`config.mk`:
```
export PLATFORM = sky130hd
export DESIGN_NAME = lru_block_buffer_cache_core
export DESIGN_NICKNAME = d
export VERILOG_FILES = /design/src/lbbc_pkg.sv /design/src/lbbc_ram.sv /design/src/lru_block_buffer_cache_core.sv
export SDC_FILE = /design/constraint.sdc
export NUM_CORES = 1
export LEC_CHECK = 0
export ABC_AREA = 0
export BUFFER_PORTS_ARGS = -buffer_cell sky130_fd_sc_hd__clkbuf_2
export CAP_MARGIN = 20
export CORE_MARGIN = 2
export CORE_UTILIZATION = 50
export CTS_CLUSTER_DIAMETER = 50
export DETAILED_ROUTE_END_ITERATION = 10
export PLACE_DENSITY = 0.67
export SLEW_MARGIN = 25
export SYNTH_ARGS = -nofsm -noshare
export SYNTH_HDL_FRONTEND = slang
export SYNTH_HIERARCHICAL = 1
export SYNTH_SLANG_ARGS = --single-unit
```
`constraint.sdc`:
```
create_clock -name clk -period 5.6 [get_ports clk]
set_clock_uncertainty 0.15 [all_clocks]
set_input_delay 0.84 -clock clk [delete_from_list [all_inputs] [get_ports clk]]
set_output_delay 0.84 -clock clk [all_outputs]
set_load 0.01 [all_outputs]
```
`src/lbbc_pkg.sv`:
```
// ----------------------------------------------------------------------------
// LRU block buffer cache package
// Field widths, action codes and result kinds shared by the cache files.
// ----------------------------------------------------------------------------
package lbbc_pkg;

    localparam int ACTION_W   = 3;
    localparam int KIND_W     = 2;
    localparam int BN_W       = 16;
    localparam int SLOT_OUT_W = 3;

    typedef logic [ACTION_W-1:0]   action_t;
    typedef logic [KIND_W-1:0]     kind_t;
    typedef logic [BN_W-1:0]       block_num_t;
    typedef logic [SLOT_OUT_W-1:0] slot_out_t;

    localparam action_t ACT_BLOCK  = 3'd0;
    localparam action_t ACT_BUFFER = 3'd1;
    localparam action_t ACT_UPDATE = 3'd2;
    localparam action_t ACT_SAVE   = 3'd3;
    localparam action_t ACT_FLUSH  = 3'd4;
    localparam action_t ACT_EMPTY  = 3'd5;

    localparam kind_t KIND_WB    = 2'd0;
    localparam kind_t KIND_LOAD  = 2'd1;
    localparam kind_t KIND_GRANT = 2'd2;
    localparam kind_t KIND_DONE  = 2'd3;

endpackage

```
`src/lbbc_ram.sv`:
```
// ----------------------------------------------------------------------------
// Generic RAM
// One write port and one read port with registered read data.
// ----------------------------------------------------------------------------
module lbbc_ram #(
    parameter int WIDTH = 16,
    parameter int DEPTH = 8
) (
    input  logic                     clk,
    input  logic                     we,
    input  logic [$clog2(DEPTH)-1:0] waddr,
    input  logic [WIDTH-1:0]         wdata,
    input  logic [$clog2(DEPTH)-1:0] raddr,
    output logic [WIDTH-1:0]         rdata
);

    logic [WIDTH-1:0] mem [DEPTH];

    always_ff @(posedge clk)
    begin
        if (we)
        begin
            mem[waddr] <= wdata;
        end
        rdata <= mem[raddr];
    end

endmodule

```
`src/lru_block_buffer_cache_core.sv`:
```
// ----------------------------------------------------------------------------
// LRU block buffer cache core
// Fully associative write-back cache of block numbers with LRU replacement.
// ----------------------------------------------------------------------------
//  channel   handshake               payload
//  request   start, busy             action, block_number
//  result    result_valid (strobe)   kind, slot, block_number_out, last
//
// A lookup reads one slot tag per cycle from the tag RAM through a single
// comparator. A hit goes from the scan straight to the grant; a miss passes
// through the miss state, a write-back state when the victim is valid and
// dirty, and the assign state before the grant. Save and flush sweep every
// slot; update, empty and unused actions go straight to the done state. Busy
// falls at the edge that puts the final beat on the result ports. Reset clears
// all valid and dirty bits and restores the recency order; the tag RAM is not
// cleared. The result side cannot stall, so each beat is shown for one cycle only.
// ----------------------------------------------------------------------------
module lru_block_buffer_cache_core #(
    parameter int NUM_SLOTS  = 8,
    parameter int BLOCK_BITS = 16
) (
    input  logic                   clk,
    input  logic                   rst_n,
    input  logic                   start,
    output logic                   busy,
    input  lbbc_pkg::action_t      action,
    input  lbbc_pkg::block_num_t   block_number,
    output logic                   result_valid,
    output lbbc_pkg::kind_t        kind,
    output lbbc_pkg::slot_out_t    slot,
    output lbbc_pkg::block_num_t   block_number_out,
    output logic                   last
);

    import lbbc_pkg::*;

    localparam int SW     = (BLOCK_BITS < BN_W) ? BLOCK_BITS : BN_W;
    localparam int SLOT_W = $clog2(NUM_SLOTS);
    localparam int CNT_W  = SLOT_W + 1;
    localparam logic [SLOT_W-1:0] LAST_SLOT = SLOT_W'(NUM_SLOTS - 1);
    localparam logic [CNT_W-1:0]  SLOT_CNT  = CNT_W'(NUM_SLOTS);

    localparam logic [2:0] S_IDLE   = 3'd0;
    localparam logic [2:0] S_SCAN   = 3'd1;
    localparam logic [2:0] S_MISS   = 3'd2;
    localparam logic [2:0] S_WB     = 3'd3;
    localparam logic [2:0] S_ASSIGN = 3'd4;
    localparam logic [2:0] S_GRANT  = 3'd5;
    localparam logic [2:0] S_SWEEP  = 3'd6;
    localparam logic [2:0] S_DONE   = 3'd7;

    logic [2:0]        state_reg, state_next;
    action_t           action_reg, action_next;
    logic [SW-1:0]     blk_reg, blk_next;
    logic [CNT_W-1:0]  idx_reg, idx_next;
    logic              pend_reg, pend_next;
    logic [SLOT_W-1:0] pend_idx_reg, pend_idx_next;
    logic [SLOT_W-1:0] pend_rank_reg, pend_rank_next;
    logic [SLOT_W-1:0] vict_reg, vict_next;
    logic [SLOT_W-1:0] sel_reg, sel_next;
    logic [SLOT_W-1:0] sel_rank_reg, sel_rank_next;

    logic [NUM_SLOTS-1:0] valid_reg, valid_next;
    logic [NUM_SLOTS-1:0] dirty_reg, dirty_next;
    logic [SLOT_W-1:0]    rank_reg [NUM_SLOTS];
    logic [SLOT_W-1:0]    rank_next [NUM_SLOTS];
    logic                 cur_valid_reg, cur_valid_next;
    logic [SLOT_W-1:0]    cur_slot_reg, cur_slot_next;

    logic              rv_reg, rv_next;
    logic              last_reg, last_next;
    kind_t             kind_reg, kind_next;
    logic [SLOT_W-1:0] slot_reg, slot_next;
    logic [SW-1:0]     bno_reg, bno_next;

    logic              ram_we;
    logic [SLOT_W-1:0] ram_raddr;
    logic [SW-1:0]     ram_rdata;
    logic [SLOT_W-1:0] idx_lo;
    logic              issuing;

    lbbc_ram #(
        .WIDTH (SW),
        .DEPTH (NUM_SLOTS)
    ) u_tag_ram (
        .clk   (clk),
        .we    (ram_we),
        .waddr (vict_reg),
        .wdata (blk_reg),
        .raddr (ram_raddr),
        .rdata (ram_rdata)
    );

    assign idx_lo  = idx_reg[SLOT_W-1:0];
    assign issuing = (idx_reg < SLOT_CNT);

    always_comb
    begin
        state_next     = state_reg;
        action_next    = action_reg;
        blk_next       = blk_reg;
        idx_next       = idx_reg;
        pend_next      = pend_reg;
        pend_idx_next  = pend_idx_reg;
        pend_rank_next = pend_rank_reg;
        vict_next      = vict_reg;
        sel_next       = sel_reg;
        sel_rank_next  = sel_rank_reg;
        valid_next     = valid_reg;
        dirty_next     = dirty_reg;
        rank_next      = rank_reg;
        cur_valid_next = cur_valid_reg;
        cur_slot_next  = cur_slot_reg;
        rv_next        = 1'b0;
        last_next      = 1'b0;
        kind_next      = kind_reg;
        slot_next      = slot_reg;
        bno_next       = bno_reg;
        ram_we         = 1'b0;
        ram_raddr      = idx_lo;

        case (state_reg)
            S_IDLE:
            begin
                if (start)
                begin
                    action_next = action;
                    blk_next    = block_number[SW-1:0];
                    idx_next    = '0;
                    pend_next   = 1'b0;
                    if (action == ACT_BLOCK || action == ACT_BUFFER)
                    begin
                        state_next = S_SCAN;
                    end
                    else if (action == ACT_SAVE || action == ACT_FLUSH)
                    begin
                        state_next = S_SWEEP;
                    end
                    else
                    begin
                        state_next = S_DONE;
                    end
                end
            end

            S_SCAN:
            begin
                pend_next = issuing;
                if (issuing)
                begin
                    idx_next       = idx_reg + 1'b1;
                    pend_idx_next  = idx_lo;
                    pend_rank_next = rank_reg[idx_lo];
                    if (rank_reg[idx_lo] == '0)
                    begin
                        vict_next = idx_lo;
                    end
                end
                if (pend_reg)
                begin
                    if (valid_reg[pend_idx_reg] && ram_rdata == blk_reg)
                    begin
                        sel_next      = pend_idx_reg;
                        sel_rank_next = pend_rank_reg;
                        pend_next     = 1'b0;
                        state_next    = S_GRANT;
                    end
                    else if (pend_idx_reg == LAST_SLOT)
                    begin
                        pend_next  = 1'b0;
                        state_next = S_MISS;
                    end
                end
            end

            S_MISS:
            begin
                ram_raddr     = vict_reg;
                sel_next      = vict_reg;
                sel_rank_next = '0;
                if (valid_reg[vict_reg] && dirty_reg[vict_reg])
                begin
                    state_next = S_WB;
                end
                else
                begin
                    state_next = S_ASSIGN;
                end
            end

            S_WB:
            begin
                rv_next              = 1'b1;
                kind_next            = KIND_WB;
                slot_next            = vict_reg;
                bno_next             = ram_rdata;
                dirty_next[vict_reg] = 1'b0;
                state_next           = S_ASSIGN;
            end

            S_ASSIGN:
            begin
                ram_we               = 1'b1;
                valid_next[vict_reg] = 1'b1;
                dirty_next[vict_reg] = 1'b0;
                if (action_reg == ACT_BLOCK)
                begin
                    rv_next   = 1'b1;
                    kind_next = KIND_LOAD;
                    slot_next = vict_reg;
                    bno_next  = blk_reg;
                end
                state_next = S_GRANT;
            end

            S_GRANT:
            begin
                cur_valid_next = 1'b1;
                cur_slot_next  = sel_reg;
                for (int i = 0; i < NUM_SLOTS; i++)
                begin
                    if (rank_reg[i] > sel_rank_reg)
                    begin
                        rank_next[i] = rank_reg[i] - 1'b1;
                    end
                end
                rank_next[sel_reg] = LAST_SLOT;
                rv_next    = 1'b1;
                last_next  = 1'b1;
                kind_next  = KIND_GRANT;
                slot_next  = sel_reg;
                bno_next   = blk_reg;
                state_next = S_IDLE;
            end

            S_SWEEP:
            begin
                pend_next = 1'b0;
                if (issuing)
                begin
                    idx_next      = idx_reg + 1'b1;
                    pend_next     = valid_reg[idx_lo] && dirty_reg[idx_lo];
                    pend_idx_next = idx_lo;
                end
                if (pend_reg)
                begin
                    rv_next                  = 1'b1;
                    kind_next                = KIND_WB;
                    slot_next                = pend_idx_reg;
                    bno_next                 = ram_rdata;
                    dirty_next[pend_idx_reg] = 1'b0;
                end
                else if (!issuing)
                begin
                    state_next = S_DONE;
                end
            end

            S_DONE:
            begin
                case (action_reg)
                    ACT_UPDATE:
                    begin
                        if (cur_valid_reg)
                        begin
                            dirty_next[cur_slot_reg] = 1'b1;
                        end
                    end
                    ACT_FLUSH:
                    begin
                        valid_next     = '0;
                        dirty_next     = '0;
                        cur_valid_next = 1'b0;
                        cur_slot_next  = '0;
                    end
                    ACT_EMPTY:
                    begin
                        valid_next     = '0;
                        dirty_next     = '0;
                        cur_valid_next = 1'b0;
                        cur_slot_next  = '0;
                        for (int i = 0; i < NUM_SLOTS; i++)
                        begin
                            rank_next[i] = SLOT_W'(i);
                        end
                    end
                    default:
                    begin
                    end
                endcase
                rv_next    = 1'b1;
                last_next  = 1'b1;
                kind_next  = KIND_DONE;
                slot_next  = '0;
                bno_next   = '0;
                state_next = S_IDLE;
            end

            default:
            begin
                state_next = S_IDLE;
            end
        endcase
    end

    always_ff @(posedge clk or negedge rst_n)
    begin
        if (!rst_n)
        begin
            state_reg     <= S_IDLE;
            pend_reg      <= 1'b0;
            idx_reg       <= '0;
            valid_reg     <= '0;
            dirty_reg     <= '0;
            cur_valid_reg <= 1'b0;
            cur_slot_reg  <= '0;
            rv_reg        <= 1'b0;
            last_reg      <= 1'b0;
            for (int i = 0; i < NUM_SLOTS; i++)
            begin
                rank_reg[i] <= SLOT_W'(i);
            end
        end
        else
        begin
            state_reg     <= state_next;
            pend_reg      <= pend_next;
            idx_reg       <= idx_next;
            valid_reg     <= valid_next;
            dirty_reg     <= dirty_next;
            cur_valid_reg <= cur_valid_next;
            cur_slot_reg  <= cur_slot_next;
            rv_reg        <= rv_next;
            last_reg      <= last_next;
            rank_reg      <= rank_next;
        end
    end

    always_ff @(posedge clk)
    begin
        action_reg    <= action_next;
        blk_reg       <= blk_next;
        pend_idx_reg  <= pend_idx_next;
        pend_rank_reg <= pend_rank_next;
        vict_reg      <= vict_next;
        sel_reg       <= sel_next;
        sel_rank_reg  <= sel_rank_next;
        kind_reg      <= kind_next;
        slot_reg      <= slot_next;
        bno_reg       <= bno_next;
    end

    assign busy             = (state_reg != S_IDLE);
    assign result_valid     = rv_reg;
    assign last             = last_reg;
    assign kind             = kind_reg;
    assign slot             = SLOT_OUT_W'(slot_reg);
    assign block_number_out = BN_W'(bno_reg);

endmodule

```
==> metrics.csv <==
stage,metric,value,unit
detailed_routing,DR iter-0 viols,715,
timing,final worst path period share,56.5,%
timing,setup_tns,0,ns
grt,largest net degree at the start of global routing,55,
timing,RSZ-0062 raised after global routing,false,
logic_synthesis,average footprint of a synthesized cell,14.3,um2
clocking,"Reg clk slew, reported paths",0.06,ns
clocking,Num CTS Buffers,27,
floorplan,I/O Pins,46,
detailed_routing,DR WL/cell,20.7,um
logic_synthesis,YS warnings,6,
floorplan,Die Width,156,um
timing,Max Slew Vio Count,0,
clocking,clock latency on the worst-skew pair,0.53,ns
logic_synthesis,post-synth top area share,47.7,%
pwr,pwr dens,557,mW/mm2
detailed_routing,TritonRoute pass-1 iters,6,
layout,n_diodes,0,
floorplan,DIE AREA,0.0243,mm2
clocking,root buffer cell,clkbuf_16,
critical_path,"Req. time, crit path",5.87,ns
placed_design,GP Congestion,0.905,
grt,GRT Total Usage,20.5,%
grt,grt ovf,0,
floorplan,Starting Density,50.9,%
grt,vias in the first global route,6710,
placed_design,Buffers on Ports,45,
logic_synthesis,post-synthesis instance area,0.0115,mm2
critical_path,crit path launch type,flip-flop,
layout,area of the multi-input gates,0.00400,mm2
detailed_routing,post-route ant nets,0,
timing,Final setup violation count,0,
grt,global-route wire length before repair,37.9,mm
grt,initial antenna violation count,0,
clocking,clk buf depth,3,
critical_path,crit path to,u_tag_ram/rdata[2],
floorplan,Core Area,0.0226,mm2
layout,P&R area growth vs syn,11.6,%
logic_synthesis,Mapped Cells,806,
logic_synthesis,Post-synth EDFFs,183,
flow_run,Max-Cap Viols,0,
logic_synthesis,Synth async-reset ratio,21.3,%
critical_path,critical path capture point type,flip-flop,
logic_synthesis,Syn Nets,861,
run_status,status,"finished, final reports clean",
timing,"Min Clock Period, post-route",3.16,ns
critical_path,CP Class,flip-flop to flip-flop,
critical_path,worst reg-to-reg setup slack,2.44,ns
logic_synthesis,"top cells by area, synth","edfxtp_1, dfrtp_1, mux4_1",
detailed_routing,routed vias,6899,
timing,worst-margin pin slew,0.955,ns
clocking,post_cts resized,0,
pwr,Leak Pwr,4.81,nW
pwr,"Power, Total",0.00715,W
critical_path,Crit. Startpoint,state_reg[0],
critical_path,worst-path maximum fanout,32,
clocking,cts-stage hold buffer count,0,
layout,final layout net count,910,
placed_design,Post-Place Cells,1111,
pwr,Max VDD drop,0.353,mV
critical_path,R2R depth,6,
layout,Largest register FFs,128,
detailed_routing,DR vias/cell,5.94,
logic_synthesis,largest area contributor in the netlist,edfxtp_1,
logic_synthesis,count of different cell masters after synthesis,69,
critical_path,RR Endpoint,u_tag_ram/rdata[2],
timing,f_max,0.316,GHz
floorplan,num rows,55,
layout,fillers,1777,
logic_synthesis,share of the yosys chip area belonging to registers,62.3,%
clocking,CTS H-Tree Depth,1,
logic_synthesis,flop and latch count out of synthesis,253,
critical_path,Critical R2R Launch,state_reg[0],
layout,final cell count without fillers,1161,
critical_path,CP arrival,3.43,ns
clocking,CTS sink cnt,253,
logic_synthesis,"Primary FF master, synth",edfxtp_1,
clocking,CTS tree,done,
detailed_routing,Residual DRC,0,
layout,Reg area,0.00718,mm2
layout,share of layout cells above drive strength 1,17.9,%
timing,Slew HR,36.2,%
hold_path,Hold Path Class,input port to async pin,
floorplan,Die H,156,um
clocking,Post-CTS Setup Repair Bufs,0,
placed_design,post-detail-place hpwl,15.5,mm
timing,final hold viol count,0,
detailed_routing,WL final,24.1,mm
-- layer usage --
layer,global-route usage [%],up-vias,wire [um]
li1,-,3226,-
met5,0,-,0
met2,33.2,221,11400
met1,29.1,3414,10900
met3,3.83,38,1350
met4,4.50,0,440
-- final cells by class --
| type | count | share of cell area (%) |
|---|---|---|
| clock inverters | 12 | 0.681 |
| repair buffers | 56 | 2.39 |
| clock buffers | 38 | 5.97 |
| inverters | 40 | 1.17 |
| flip-flops and latches | 253 | 55.9 |
| multi-input cells | 477 | 31.1 |
| well taps | 285 | 2.77 |
-- worst max-delay path, cell delays in order (launching register included) --
cell and delay [ns]:
dfrtp_1 0.71, nand2b_1 0.28, nand2b_1 0.34, nand2_1 0.16
nand2_4 0.47, mux4_1 0.64, mux2_2 0.28
-- through the flow --
stage / area [um2] / setup WS (ns) / hold WS (ns) / utilization [%]
floorplan: 11500 / 2.85 / 0.290 / -
global placement: 12000 / 2.30 / 0.351 / 52.9
detailed placement: 12000 / 2.15 / 0.356 / 53.0
CTS: 12800 / 2.15 / 0.307 / 56.8
global route: 12900 / 2.21 / 0.308 / 56.8
finish: 12900 / 2.44 / 0.291 / 56.8
-- placed cells by master, fill, tap and decap left out, types with 12 or more instances in the layout --
master,Yosys,routed
nand3_1,15,15
nor2_1,41,39
ha_1,33,33
mux2_2,20,20
dfxtp_1,16,16
xor2_1,18,18
edfxtp_1,183,183
clkbuf_16,0,27
nand2_1,62,61
clkbuf_2,1,45
o21ai_0,35,35
dfstp_2,12,12
inv_1,39,38
a21oi_1,40,39
mux4_1,30,30
nor2b_1,12,12
a22o_1,20,20
dfrtp_1,42,42
-- power by group --
part           switching [W]  internal, W  total (W)
Combinational        0.00129      0.00110    0.00239
Sequential          0.000466      0.00261    0.00307
Clock               0.000694     0.000996    0.00169
-- synthesized netlist by cell type, types with 7 or more instances --
library cell  number
nand2b_1          11
nand3_1           15
xor2_1            18
buf_6              7
mux2_2            20
edfxtp_1         183
mux4_2            11
nand2_1           62
nor3_1            13
nor2_1            41
a21oi_1           40
mux2i_1            7
and3_1             7
mux4_1            30
dfxtp_1           16
dfstp_2           12
o21ai_0           35
clkbuf_1          12
a31oi_1           11
dfrtp_1           42
buf_2              7
a22o_1            20
ha_1              33
inv_1             39
nor2b_1           12
-- logic make-up after synthesis --
kind of cell / synth area share (%)
buffers and inverters: 3.23
adder cells (fa/ha/maj): 3.58
AND/OR/NAND/NOR: 8.22
flip-flops: 62.3
AO/OA/AOI/OAI: 9.56
multiplexers: 11.6
XOR/XNOR: 1.52
-- worst min-delay path by stage --
| stage | startpoint | to | slack, ns | cells past startpoint |
|---|---|---|---|---|
| 2_1_floorplan | idx_reg[2] | pend_idx_reg[2] | 0.29 | 0 |
| 3_3_place_gp | cur_valid_reg | cur_valid_reg | 0.35 | 2 |
| 3_5_place_dp | cur_valid_reg | cur_valid_reg | 0.36 | 2 |
| 6_report | rst_n | valid_reg[1] | 0.29 | 2 |
| 5_1_grt | block_number[0] | blk_reg[0] | 0.31 | 1 |
| 4_1_cts | rst_n | valid_reg[1] | 0.31 | 2 |
Note: power is estimated with default switching activity, not from simulation.
